==> src/hw/rtl/cau_pkg.sv <==
`timescale 1ns / 1ps
// Complex arithmetic unit package: widths, codes, request/result and pipeline types.
// Depends on nothing; used by every cau_* module and the top level.
package cau_pkg;

  localparam int unsigned IN_W          = 16;
  localparam int unsigned IN_FRAC       = IN_W / 2;
  localparam int unsigned OUT_W         = 40;
  localparam int unsigned OUT_FRAC      = 16;
  localparam int unsigned PROD_W        = 2 * IN_W;
  localparam int unsigned DEN_W         = PROD_W;
  localparam int unsigned DVD_W         = PROD_W + OUT_FRAC;
  localparam int unsigned SQ_W          = PROD_W + 2 * OUT_FRAC - 2 * IN_FRAC;
  localparam int unsigned ROOT_W        = SQ_W / 2;
  localparam int unsigned SREM_W        = ROOT_W + 2;
  localparam int unsigned CORDIC_STEPS  = 16;
  localparam int unsigned ANG_FRAC      = 24;
  localparam int unsigned ANG_RND       = ANG_FRAC - OUT_FRAC;
  localparam int unsigned CX_W          = PROD_W + 4;
  localparam int unsigned ANG_W         = 34;
  localparam int unsigned CORE_STAGES   = DVD_W;
  localparam int          HALF_TURN_DEG = 180;

  localparam logic signed [ANG_W-1:0] ANG_90   = ANG_W'(HALF_TURN_DEG / 2) << ANG_FRAC;
  localparam logic signed [ANG_W-1:0] ANG_180  = ANG_W'(HALF_TURN_DEG) << ANG_FRAC;
  localparam logic signed [ANG_W-1:0] ANG_HALF = ANG_W'(1) << (ANG_RND - 1);
  localparam logic signed [OUT_W-1:0] OUT_180  = OUT_W'(HALF_TURN_DEG) << OUT_FRAC;
  localparam logic signed [OUT_W-1:0] OUT_MAX  = {1'b0, {(OUT_W-1){1'b1}}};
  localparam logic signed [OUT_W-1:0] OUT_MIN  = {1'b1, {(OUT_W-1){1'b0}}};
  localparam logic [DVD_W-1:0]        Q_POS_LIM = DVD_W'(OUT_MAX);

  typedef enum logic [2:0] {
    OP_ADD   = 3'd0,
    OP_SUB   = 3'd1,
    OP_MUL   = 3'd2,
    OP_DIV   = 3'd3,
    OP_MAG   = 3'd4,
    OP_ANGLE = 3'd5,
    OP_EQUAL = 3'd6
  } op_e;

  typedef enum logic [1:0] {
    ST_OK      = 2'd0,
    ST_DIVZERO = 2'd1,
    ST_SAT     = 2'd2
  } status_e;

  typedef struct packed {
    logic [2:0]              req_type;
    logic signed [IN_W-1:0]  a_re;
    logic signed [IN_W-1:0]  a_im;
    logic signed [IN_W-1:0]  b_re;
    logic signed [IN_W-1:0]  b_im;
  } req_t;

  typedef struct packed {
    logic signed [OUT_W-1:0] res_re;
    logic signed [OUT_W-1:0] res_im;
    logic                    is_equal;
    logic [1:0]              status;
  } res_t;

  typedef struct packed {
    op_e                      op;
    logic signed [IN_W-1:0]   ar;
    logic signed [IN_W-1:0]   ai;
    logic signed [IN_W-1:0]   br;
    logic signed [IN_W-1:0]   bi;
    logic signed [PROD_W-1:0] p_rr;
    logic signed [PROD_W-1:0] p_ii;
    logic signed [PROD_W-1:0] p_ir;
    logic signed [PROD_W-1:0] p_ri;
    logic signed [PROD_W-1:0] p_bbr;
    logic signed [PROD_W-1:0] p_bbi;
    logic signed [PROD_W-1:0] p_aar;
    logic signed [PROD_W-1:0] p_aai;
  } prod_t;

  typedef struct packed {
    op_e                     op;
    logic                    eq;
    logic signed [OUT_W-1:0] simple_re;
    logic signed [OUT_W-1:0] simple_im;
    logic                    div_zero;
    logic                    neg_re;
    logic                    neg_im;
    logic [DEN_W-1:0]        den;
    logic [DEN_W-1:0]        rem_re;
    logic [DEN_W-1:0]        rem_im;
    logic [DVD_W-1:0]        dvd_re;
    logic [DVD_W-1:0]        dvd_im;
    logic [DVD_W-1:0]        q_re;
    logic [DVD_W-1:0]        q_im;
    logic [SQ_W-1:0]         rad;
    logic [SREM_W-1:0]       srem;
    logic [ROOT_W-1:0]       root;
    logic signed [CX_W-1:0]  cx;
    logic signed [CX_W-1:0]  cy;
    logic signed [ANG_W-1:0] ang;
    logic                    ang_zero;
    logic                    ang_neg;
  } core_t;

  // atan(2^-i) in degrees, 24 fraction bits
  function automatic logic signed [ANG_W-1:0] atan_deg(input logic [4:0] idx);
    logic signed [ANG_W-1:0] v;
    case (idx)
      5'd0:    v = 34'sd754974720;
      5'd1:    v = 34'sd445687602;
      5'd2:    v = 34'sd235489088;
      5'd3:    v = 34'sd119537938;
      5'd4:    v = 34'sd60000934;
      5'd5:    v = 34'sd30029717;
      5'd6:    v = 34'sd15018523;
      5'd7:    v = 34'sd7509720;
      5'd8:    v = 34'sd3754917;
      5'd9:    v = 34'sd1877466;
      5'd10:   v = 34'sd938734;
      5'd11:   v = 34'sd469367;
      5'd12:   v = 34'sd234684;
      5'd13:   v = 34'sd117342;
      5'd14:   v = 34'sd58671;
      5'd15:   v = 34'sd29335;
      5'd16:   v = 34'sd14668;
      5'd17:   v = 34'sd7334;
      5'd18:   v = 34'sd3667;
      5'd19:   v = 34'sd1833;
      5'd20:   v = 34'sd917;
      5'd21:   v = 34'sd458;
      5'd22:   v = 34'sd229;
      5'd23:   v = 34'sd115;
      default: v = '0;
    endcase
    return v;
  endfunction

endpackage

==> src/hw/rtl/cau_back.sv <==
`timescale 1ns / 1ps
// Back end: result selection, quotient sign and saturation, angle rounding, output register.
// Depends on cau_pkg.
module cau_back (
  input  logic           clk_i,
  input  logic           rst_ni,
  input  logic           en_i,
  input  logic           valid_i,
  input  cau_pkg::core_t core_i,
  output logic           valid_o,
  output cau_pkg::res_t  res_o
);
  import cau_pkg::*;

  res_t res_d, res_q;
  logic valid_q;
  logic sat;
  logic signed [ANG_W-1:0] ang_c, ang_r;

  function automatic logic signed [OUT_W-1:0] fit_q(input logic [DVD_W-1:0] q,
                                                    input logic neg);
    logic signed [OUT_W-1:0] v;
    if (!neg && q > Q_POS_LIM) begin
      v = OUT_MAX;
    end else if (neg && q > Q_POS_LIM + DVD_W'(1)) begin
      v = OUT_MIN;
    end else begin
      v = neg ? -OUT_W'(q) : OUT_W'(q);
    end
    return v;
  endfunction

  always_comb begin
    res_d = '0;
    sat   = 1'b0;
    ang_c = core_i.ang;
    if (core_i.ang > ANG_180) begin
      ang_c = ANG_180;
    end else if (core_i.ang < -ANG_180) begin
      ang_c = -ANG_180;
    end
    ang_r = (ang_c + ANG_HALF) >>> ANG_RND;

    case (core_i.op)
      OP_ADD, OP_SUB, OP_MUL: begin
        res_d.res_re = core_i.simple_re;
        res_d.res_im = core_i.simple_im;
      end
      OP_DIV: begin
        if (core_i.div_zero) begin
          res_d.status = ST_DIVZERO;
        end else begin
          res_d.res_re = fit_q(core_i.q_re, core_i.neg_re);
          res_d.res_im = fit_q(core_i.q_im, core_i.neg_im);
          sat = (core_i.q_re > Q_POS_LIM + DVD_W'(core_i.neg_re)) ||
                (core_i.q_im > Q_POS_LIM + DVD_W'(core_i.neg_im));
          if (sat) begin
            res_d.status = ST_SAT;
          end
        end
      end
      OP_MAG: begin
        res_d.res_re = OUT_W'(core_i.root);
      end
      OP_ANGLE: begin
        if (core_i.ang_zero) begin
          res_d.res_re = '0;
        end else if (core_i.ang_neg) begin
          res_d.res_re = OUT_180;
        end else begin
          res_d.res_re = OUT_W'(ang_r);
        end
      end
      OP_EQUAL: begin
        res_d.is_equal = core_i.eq;
      end
      default: begin
        res_d = '0;
      end
    endcase
  end

  always_ff @(posedge clk_i or negedge rst_ni) begin
    if (!rst_ni) begin
      valid_q <= 1'b0;
    end else if (en_i) begin
      valid_q <= valid_i;
    end
  end

  always_ff @(posedge clk_i) begin
    if (en_i) begin
      res_q <= res_d;
    end
  end

  assign valid_o = valid_q;
  assign res_o   = res_q;

endmodule

==> config.mk <==
export PLATFORM = sky130hd
export DESIGN_NAME = cau_back
export DESIGN_NICKNAME = d
export VERILOG_FILES = /design/src/hw/rtl/cau_pkg.sv /design/src/hw/rtl/cau_back.sv
export SDC_FILE = /design/constraint.sdc
export NUM_CORES = 1
export LEC_CHECK = 0
export BUFFER_PORTS_ARGS = -buffer_cell sky130_fd_sc_hd__buf_2
export CAP_MARGIN = 20
export CORE_AREA = 2 2 263 265
export DETAILED_ROUTE_END_ITERATION = 16
export DIE_AREA = 0 0 265 267
export HOLD_SLACK_MARGIN = 0.05
export PLACE_DENSITY = 0.3
export SYNTH_ARGS = -nofsm -noshare
export SYNTH_HDL_FRONTEND = slang
export SYNTH_SLANG_ARGS = --single-unit
==> constraint.sdc <==
create_clock -name clk_i -period 1 [get_ports clk_i]
set_input_delay 0.05 -clock clk_i [delete_from_list [all_inputs] [get_ports clk_i]]
set_output_delay 0.05 -clock clk_i [all_outputs]
set_load 0.05 [all_outputs]
Yosys cells after proc, flatten, opt, wreduce, memory -nomap -nowiden:

Cells that the tools add are included.

* multiplexer cells: 15
* $lt $le $gt $ge: 8
* equality and inequality tests: 6
* bitwise operators: 1
* reduce and logical (&&, ||, !) cells: 10
* $add $sub $neg: 5

Operators with widths (number)
* $mux W40: 8
* $pmux W40 S4: 1
* $gt A48 B39 Y1 const B: 2
* $gt A48 B40 Y1: 2
* $gt A48 B40 Y1 const B: 2
* $add A39 B1 Y40 const A: 2
* $mux W80: 1
* $neg A40 Y40: 2
* $pmux W40 S2: 1
* $mux W34: 2
* $add A34 B9 Y34 const B: 1
* $gt A34 B33 Y1 const B: 1
* $lt A34 B33 Y1 const B: 1
* $eq A3 B3 Y1 const B: 3
* $eq A3 B2 Y1 const B: 2
* $logic_and A1 B1 Y1: 4
* $eq A3 B1 Y1 const B: 1
* $logic_not A3 Y1: 1
* $reduce_or A3 Y1: 1
* $logic_not A1 Y1: 2
* $mux W2: 1
* $reduce_or A2 Y1: 1
* $logic_or A1 B1 Y1: 1
* $mux W1: 1
* $not A1 Y1: 1

* input port bits: 585
* output and inout bits: 84
* word-level logic and storage cells: 51
* bits in registers: 84

Longest topological paths before layout:

Gate-level depths: netlist of the first run.

* depth in word-level cells: 7
* mapped depth: 18
* mapped depth without buffers: 15

Worst setup path before layout of the first run:

OpenSTA, ideal clock, no wires.

* path kind: in2reg
* from: input port core_i[29] in the netlist's numbering
* to: register res_q, in the netlist res_o[68] (data pin)
* data arrival time: 3.320 ns
* setup time: 0.278 ns
* cell stages on the path: 18
* data required time: 0.722 ns
* setup slack: -2.599 ns
* path buffers: 3
* cells stage by stage: clkbuf_1 a211o_1 a21o_1 nand3_1 ha_1 clkbuf_1 inv_1 a21o_1 and2_1 ha_1 nand4_1 or2_2 or2_1 nor3_1 xnor2_1 a21oi_1 clkbuf_1 o211ai_1

RTL lines
* from (decl): RTL line cau_back.sv:9 `input cau_pkg::core_t core_i,`
* to (signal assigned): RTL line cau_back.sv:93 `res_q <= res_d;`
* to (decl): RTL line cau_back.sv:15 `res_t res_d, res_q;`

==> run metrics, run 1 <==
Post-synth EDFFs=83; Die Wd=265 um; power per cell area=900 nW/um^2; Mean Syn Cell Area=8.87 um^2; Max Transition Viols Final=0; FMAX=371 MHz; Multi-input gate area=6570 um^2; Max Cap Viol=0; syn_nets=1583; Pleak=~7 nW; critical path class=primary input to register; number of buffers created by CTS=9; non-filler cells, final=2510; Fillers=7460; peak supply drop=902 uV; share of cells above drive strength 1=52.5%; failing checks=hold timing, setup timing; Via density=just over 4; Highest Signal Layer=met5; post-synthesis register bit count=84; RSZ-0062 raised after global routing=true; total wire length=between 50000 and 60000 um; CP Data Arrival Time=2830 ps; commonest non-fill, non-tap cell in the layout=buf_4; most frequent cells in the layout=284 x buf_4, 238 x buf_2, 101 x buf_6; DRT Pass-1 Iters=7; Slew @ Worst Pin=around 800 ps; metal2 WL=about 25000 um; GRT Overall Usage=14.6%; DR WL/cell=20.9 um; core footprint=slightly below 70000 um^2; Synth Instances=roughly 910; largest net degree at the start of global routing=23; ANT nets after route=0; outcome=complete, but fails checks; crit path capture type=register; CTS tree=built; detailed-route via count=~10k; Min-Delay Path Class=primary input to register; area grow syn2layout=105%; synth warn=0; worst rel slew slack=46.8%; row cnt=96; crit-path max FO=6; Synth Flop Type=edfxtp_1; initial antenna violation count=20; vias in the first global route=~11k; CTS Hold Bufs=between 70 and 80; # DRC=0; setup ws final=-1700 ps; Inst Count DP=2379; M1 WL=22900 um; fin nets=about 2.3k; die height=about 270 um; Initial Util=roughly an eighth; Final setup viols=151; Register Area=~2500 um^2; Hold Slack=-7.42 ps; Die ar.=70800 um^2; Ports=669; Clock transition at path regs=80 ps; register area share after synthesis=31.1%; Post-synth ARST share=1.19%; clock skew=0 ps; Clock Tree Root=clkbuf_16; clk_lat worst skew=~390 ps; Iteration-0 DRC Markers=403; htree depth=3; PortBufs=between 300 and 400; Final HPWL DP=42800 um; fin crit share=270%; mapped cell area=8100 um^2; RePlAce Congestion=about 0.86; remaining global-route overflow=0; Worst Path Required=1140 ps; first-pass GRT wire length=74700 um; clock buffer depth=2; routed wl met3=3840 um; Distinct cells, synth=just over 60; Final Hold Viols=1; min Tclk post-route=2700 ps; clk sinks=84; Critical Path Start Type=primary input
[critical path: stages]
cell and delay, ps:
buf_8 100, buf_6 100, a211o_1 250, a21o_1 160, nand3_2 70, ha_4 220, nor2_4 80, a21o_1 140
and2_4 160, ha_4 130, nand4_1 70, or2_4 250, or2_4 250, nor3_4 140, xnor2_2 130, a21oi_4 220
buf_6 180, o211ai_1 100
[what timing repair did]
action / 4_1_cts / 5_1_grt
endpoints found under the setup margin: 165 / 165
cloned: 7 / 1
endpoints found under the hold margin: 73 / 4
setup buffers: 20 / 9
pin swaps: 87 / 68
gates resized for setup: 321 / 59
[synthesized netlist by cell type (21+ instances only)]
cell | instances | area share (%)
o31ai_1 | 21 | 1.9
clkbuf_1 | 40 | 1.9
edfxtp_1 | 83 | 31
nor2_1 | 51 | 2.4
a21oi_1 | 75 | 4.6
nor3_1 | 33 | 2.0
xor2_1 | 59 | 6.4
nand2_1 | 68 | 3.2
ha_1 | 84 | 13
o21ai_0 | 75 | 4.6
xnor2_1 | 24 | 2.6
nor4_1 | 22 | 1.7
nand3_1 | 30 | 1.9
o211ai_1 | 21 | 1.9
nand4_1 | 26 | 2.0
[power breakdown]
part | total (mW) | internal [mW] | switching (mW)
sequential | 4.47 | 4.25 | 0.219
clock | 3.93 | 1.98 | 1.95
combinational | 6.54 | 2.91 | 3.63
total | 14.9 | 9.14 | 5.79
[cells by family after synthesis]
group	after synthesis	share of synthesized area, %
simple gates	305	19.8
compound gates	296	24.1
fa+ha+maj	84	13.0
flops	84	31.1
xor+xnor	83	8.97
buf+inv	60	2.86
mux	2	0.278
[per-layer routing]
layer	track usage (%)	vias up
met5	0	-
li1	-	5033
met1	17.9	4927
met4	3.31	26
met3	4.64	61
met2	24.8	359
[layout make-up]
cell class / instances / area share, %
repair buffers: 739 / 36.3
inverters: 13 / 0.324
multi-input cells: 770 / 39.6
clock inverters: 7 / 0.483
clock buffers: 9 / 1.36
diodes: 6 / 0.0905
flip-flops and latches: 84 / 15.2
well taps: 882 / 6.65
[registers in the layout, indices dropped and copies added (netlist names)]
| register | count |
|---|---|
| res_o | 83 |
| valid_o | 1 |
[through the flow]
step	setup slack [ps]	total power [mW]	instance area (um^2)	TNS (ps)	utilization (%)
5_1_grt	-1780	15.6	16600	-121070	24.4
2_1_floorplan	-2200	7.00	8450	-123380	-
6_report	-1700	14.9	16600	-111790	24.4
3_5_place_dp	-2410	9.84	13500	-152530	19.8
3_3_place_gp	-2410	9.84	13500	-152840	19.8
4_1_cts	-1720	15.0	16200	-114260	23.8
[worst paths after layout]
check | slack [ps] | to | cells past startpoint | startpoint
setup / recovery | -1700 | res_o[75] | 18 | core_i[29]
hold / removal | -7 | res_o[46] | 3 | core_i[540]
setup reg to reg | 240 | valid_o | 1 | valid_o
hold reg to reg | 540 | valid_o | 1 | valid_o
max in group asynchronous | 410 | valid_o | 3 | rst_ni
min in group asynchronous | 490 | valid_o | 3 | rst_ni
Power figures use the tool's default switching activity.
==> inputs of run 2 (changes only) <==
==> constraint.sdc (replaced) <==
create_clock -name clk_i -period 2.9 [get_ports clk_i]
set_input_delay 0.145 -clock clk_i [delete_from_list [all_inputs] [get_ports clk_i]]
set_output_delay 0.145 -clock clk_i [all_outputs]
set_load 0.05 [all_outputs]
==> run 2 against run 1 <==
The run now ends clean. Combinational power decreased by 73%. Utilization down 5.6 points. Setup slack better by 1700 ps. Routed wire length shrank 6.4%. Register-to-register slack better by 1900 ps. Non-clock buffer count fell by 213. Sequential power is 66% lower. Clock power is 66% lower. Critical path type unchanged.
==> run metrics, run 2 (synthesis results as in run 1) <==
overall power=4.62 mW (was 14.9 mW); DR WL/cell=21.3 um (was 20.9 um); RSZ-0062 raised after global routing=true (unchanged); Hold Slack=66.9 ps (was -7.42 ps); # DRC=0 (unchanged); share of cells above drive strength 1=39.7% (was 52.5%); Final HPWL DP=40600 um (was 42800 um); most frequent cells in the layout=326 x buf_2, 166 x buf_4, 83 x edfxtp_1 (was 284 x buf_4, 238 x buf_2, 101 x buf_6); outcome=complete, no violations (was complete, but fails checks); power per cell area=360 nW/um^2 (was 900 nW/um^2); max FFs per register=83 (unchanged); R2R setup slack=2160 ps (was 240 ps); Critical Path Start Type=primary input (unchanged); row cnt=96 (unchanged); Max Cap Viol=0 (unchanged); Slew @ Worst Pin=958 ps (was 796 ps); FMAX=345 MHz; Multi-input gate area=5540 um^2 (was 6570 um^2); number of buffers created by CTS=9 (unchanged); slowest cell delay on critical path=300 ps (was 250 ps); remaining global-route overflow=0 (unchanged); Max Transition Viols Final=0 (unchanged); crit path capture type=register (unchanged); die height=267 um (unchanged); Fillers=7711 (was 7460); Final Hold Viols=0 (was 1); CP max stage cell=a211o_1 (unchanged); GRT Overall Usage=13.6% (was 14.6%); Hold Crit Depth=3 (unchanged); largest net degree at the start of global routing=56 (was 23); fin crit share=100%; initial antenna violation count=16 (was 20); Reg2Reg Depth=1 (unchanged); RePlAce Congestion=0.833 (was 0.859); core footprint=68000 um^2 (unchanged); hold-critical path endpoint=res_o[77] (was res_o[46]); Min-Delay Path Class=primary input to register (unchanged); Register Area=2520 um^2 (unchanged); Crit Reg-Reg Endpoint=valid_o (unchanged); CP Data Arrival Time=3030 ps (was 2830 ps); Final setup viols=0 (was 151); PortBufs=330 (unchanged); hold path startpoint=core_i[571] (was core_i[540]); DRT Pass-1 Iters=5 (was 7); clk_lat worst skew=390 ps (about the same); htree depth=3 (unchanged); total wire length=49100 um (was 52500 um); first-pass GRT wire length=68700 um (was 74700 um); Clock Tree Root=clkbuf_16 (unchanged); Worst Path Required=3030 ps (was 1140 ps); min Tclk post-route=2900 ps; ANT nets after route=0 (unchanged); Clock transition at path regs=80 ps (about the same); Via density=4.12 (was 4.15); fin nets=2073 (was 2286); Iteration-0 DRC Markers=564 (was 403); CTS tree=built (unchanged); detailed-route via count=9490 (was 10.4k); Pleak=5.22 nW (was 6.81 nW); critical path class=primary input to register (unchanged); vias in the first global route=9548 (was 11.0k); clock buffer depth=2 (unchanged); crit-path max FO=6 (unchanged); area grow syn2layout=58.1% (was 105%); clk sinks=84 (unchanged); Die Wd=265 um (unchanged); Ports=669 (unchanged); FF-to-FF Start=valid_o (unchanged); clock skew=0 ps (unchanged); crit path cell chain=buf_2, a211o_1, a21o_1, nand3_2, ha_4, nor2_4, a21o_1, and2_4, ha_4, nand4_1, or2_4, or2_4, nor3_4, xnor2_2, a21oi_2, buf_6, buf_8, o211ai_1 (was buf_8, buf_6, a211o_1, a21o_1, nand3_2, ha_4, nor2_4, a21o_1, and2_4, ha_4, nand4_1, or2_4, or2_4, nor3_4, xnor2_2, a21oi_4, buf_6, o211ai_1); commonest non-fill, non-tap cell in the layout=buf_2 (was buf_4); Die ar.=70800 um^2 (unchanged); peak supply drop=279 uV (was 902 uV); Initial Util=11.9% (unchanged); worst rel slew slack=35.9% (was 46.8%)
-- run 2: through the flow --
step | utilization (%) | worst slack (ps) | cell area (um^2) | TNS [ps] | cells
2_1_floorplan | - | -405 | 8160 | -5560 | 914
5_1_grt | 18.8 | -125 | 12800 | -1430 | 2294
4_1_cts | 18.7 | 3.87 | 12700 | 0 | 2291
3_5_place_dp | 17.6 | -626 | 12000 | -15880 | 2238
6_report | 18.8 | 0.343 | 12800 | 0 | 2301
3_3_place_gp | 17.6 | -620 | 12000 | -16740 | 2238
-- run 2: critical path: cells and delay by family --
family	cells	cell delay [ps]
compound gates	5	890
simple gates	7	1110
xor+xnor	1	140
fa+ha+maj	2	350
buf+inv	3	400
-- run 2: worst max-delay path by stage --
stage	slack (ps)	from	end	cells past startpoint
floorplan	-400	core_i[29]	res_o[70]	18
global placement	-620	core_i[20]	res_o[80]	16
detailed placement	-630	core_i[20]	res_o[77]	16
CTS	4	core_i[23]	res_o[74]	17
global route	-120	core_i[23]	res_o[80]	17
finish	0.3	core_i[28]	res_o[68]	18
-- run 2: layer usage --
layer / global-route usage, % / wire length, um / vias to the layer above
met1: 19.4 / 24300 / 4531
li1: - / - / 4605
met4: 3.01 / 590 / 12
met5: 0 / 71 / -
met2: 20.4 / 21000 / 308
met3: 3.36 / 3090 / 34
-- run 2: area by class of cell --
| cell class | count | area share [%] |
|---|---|---|
| antenna | 10 | 0.195 |
| clock buffer | 9 | 1.76 |
| clock inverter | 7 | 0.654 |
| inverter | 13 | 0.400 |
| multi-input combinational | 770 | 43.2 |
| sequential | 84 | 19.7 |
| tap | 882 | 8.61 |
| timing repair buffer | 526 | 25.5 |
-- run 2: report_power, final --
group | internal [mW] | total, mW | switching [mW]
sequential | 1.46 | 1.51 | 0.0435
clock | 0.687 | 1.35 | 0.666
combinational | 0.617 | 1.76 | 1.14
total | 2.77 | 4.62 | 1.85
-- run 2: timing repair --
item                                    in CTS  in global routing
endpoints found under the hold margin       25                  0
gates resized for setup                     19                 19
buffers inserted                            10                  0
gates cloned                                 1                  0
pin swaps                                   14                 10
endpoints found under the setup margin      22                 25
hold buffers                                26                  0
==> inputs of run 3 (changes only) <==
==> constraint.sdc (replaced) <==
create_clock -name clk_i -period 2.9 [get_ports clk_i]
set_input_delay 0.435 -clock clk_i [delete_from_list [all_inputs] [get_ports clk_i]]
set_output_delay 0.435 -clock clk_i [all_outputs]
set_load 0.05 [all_outputs]
==> run 3 against run 2 <==
The run now ends with setup timing left. Global-route usage is 0.20 points higher. Design area is 6.1% higher. Fmax is 10% lower. Routed wire length is 1.4% higher. Sequential power hardly changed. Power is 3.5% higher. First-iteration DRC count is 13% lower. Utilization is 1.2 points higher. Largest cell class unchanged.
==> run metrics, run 3 (synthesis results as in run 1) <==
outcome=complete, but fails checks (was complete, no violations); failing checks=setup timing; Final setup viols=26 (was 0); Critical Path Start Type=primary input (unchanged); clock buffer depth=2 (unchanged); Sw Ratio=39.2% (was 40.1%); hold path startpoint=valid_i (was core_i[571]); fin crit share=112% (was 100%); FMAX=309 MHz (was 345 MHz); clk sinks=84 (unchanged); RSZ-0062 raised after global routing=true (unchanged); total wire length=49800 um (was 49100 um); Place WS=-966 ps (was -626 ps); FF-to-FF Start=valid_o (unchanged); DRT Pass-1 Iters=8 (was 5); combinational power share=38.6% (was 38.1%); RePlAce Congestion=0.830 (was 0.833); clock skew=0 ps (unchanged); initial antenna violation count=5 (was 16); Slew @ Worst Pin=798 ps (was 958 ps); first-pass GRT wire length=70200 um (was 68700 um); detailed-route via count=9731 (was 9490); most frequent cells in the layout=325 x buf_2, 251 x buf_4, 83 x edfxtp_1 (was 326 x buf_2, 166 x buf_4, 83 x edfxtp_1); Clock Tree Root=clkbuf_16 (unchanged); Final Hold Viols=0 (unchanged); vias in the first global route=10.1k (was 9548); setup ws final=-338 ps (was 0.343 ps); row cnt=96 (unchanged); Die ar.=70800 um^2 (unchanged); max FFs per register=83 (unchanged); # DRC=0 (unchanged); Hold Crit Depth=2 (was 3); peak supply drop=274 uV (was 279 uV); GRT Overall Usage=13.8% (was 13.6%); DR WL/cell=21.0 um (was 21.3 um); PortBufs=330 (unchanged); Die Wd=265 um (unchanged); Initial Util=11.9% (unchanged); crit path capture type=register (unchanged); fin nets=2144 (was 2073); Max Cap Viol=0 (unchanged); crit-path max FO=6 (unchanged); hold-critical path endpoint=valid_o (was res_o[77]); power per cell area=352 nW/um^2 (was 360 nW/um^2); remaining global-route overflow=0 (unchanged); Min-Delay Path Class=primary input to register (unchanged); area grow syn2layout=67.7% (was 58.1%); share of cells above drive strength 1=47.0% (was 39.7%); htree depth=3 (unchanged); Sw Pwr=1.88 mW (was 1.85 mW); Pleak=5.68 nW (was 5.22 nW); min Tclk post-route=3240 ps (was 2900 ps); Ports=669 (unchanged); commonest non-fill, non-tap cell in the layout=buf_2 (unchanged); critical path class=primary input to register (unchanged); Worst Path Required=3020 ps (was 3030 ps); CP Data Arrival Time=3360 ps (was 3030 ps); CTS tree=built (unchanged); Max Transition Viols Final=0 (unchanged); Via density=4.11 (was 4.12); clk_lat worst skew=380 ps (was 390 ps); number of buffers created by CTS=9 (unchanged); overall power=4.78 mW (was 4.62 mW); core footprint=68000 um^2 (unchanged); ANT nets after route=0 (unchanged); worst rel slew slack=46.7% (was 35.9%); Fillers=7686 (was 7711); R2R setup slack=2150 ps (was 2160 ps); largest net degree at the start of global routing=40 (was 56); Final HPWL DP=41600 um (was 40600 um); Crit Reg-Reg Endpoint=valid_o (unchanged); Reg2Reg Depth=1 (unchanged); Iteration-0 DRC Markers=488 (was 564); Cell Int Power=2.90 mW (was 2.77 mW); die height=267 um (unchanged); Reg power frac=31.5% (was 32.6%); clock power share=29.9% (was 29.3%); Clock transition at path regs=80 ps (about the same)
[run 3: area by class of cell]
class / instances / area, um^2 / area share (%)
sequential: 84 / 2520 / 18.5
timing repair buffer: 597 / 3820 / 28.1
clock buffer: 10 / 229 / 1.68
inverter: 13 / 51.3 / 0.377
clock inverter: 6 / 96.3 / 0.709
antenna: 3 / 7.51 / 0.0552
multi-input combinational: 770 / 5760 / 42.4
tap: 882 / 1100 / 8.12
[run 3: layer usage]
metal	GRT usage [%]	share of wire [%]
met1	19.5	50
met2	21.6	44
met3	3.14	5.5
met4	2.11	0.69
met5	0	0.026
[run 3: how the worst max path moves through the flow]
stage | from | slack [ps] | to
final | core_i[23] | -340 | res_o[80]
after global routing | core_i[23] | -580 | res_o[80]
after CTS | core_i[23] | -420 | res_o[80]
after detailed placement | core_i[20] | -970 | res_o[81]
after global placement | core_i[20] | -950 | res_o[79]
after floorplan | core_i[29] | -690 | res_o[70]
[run 3: power by group through the flow]
stage	clock network (mW)	logic (mW)	registers [mW]
after global placement	0	1.82	1.54
after detailed placement	0	1.82	1.54
after CTS	1.50	1.86	1.51
after floorplan	0	0.487	1.90
after global routing	1.53	2.01	1.52
final	1.43	1.85	1.51
[run 3: per-stage QoR]
| step | setup TNS (ps) | utilization, % | instances | cell area [um^2] | hold slack [ps] |
|---|---|---|---|---|---|
| 4_1_cts | -7300 | 19.7 | 2361 | 13400 | 248 |
| 3_3_place_gp | -40520 | 18.8 | 2333 | 12800 | 211 |
| 2_1_floorplan | -12660 | - | 914 | 8190 | 139 |
| 6_report | -6670 | 20.0 | 2365 | 13600 | 279 |
| 3_5_place_dp | -39970 | 18.8 | 2333 | 12800 | 211 |
| 5_1_grt | -12270 | 20.0 | 2362 | 13600 | 269 |
[run 3: timing repair]
item,in CTS,in global routing
hold buffers,1,0
setup buffers,11,4
setup endpoints to repair,34,60
resized for setup,48,41
gates cloned,1,0
pin swaps,28,26
endpoints found under the hold margin,1,0
[run 3: critical path: stages]
cell	delay, ps
buf_8	100
nor4_4	260
buf_4	150
nand4_1	120
nor4_2	270
buf_4	160
a21o_1	140
and2_1	140
ha_2	170
nand4_1	70
or2_4	260
or2_4	250
nor3_4	190
xnor2_4	130
a21oi_4	220
buf_6	180
o211ai_1	100
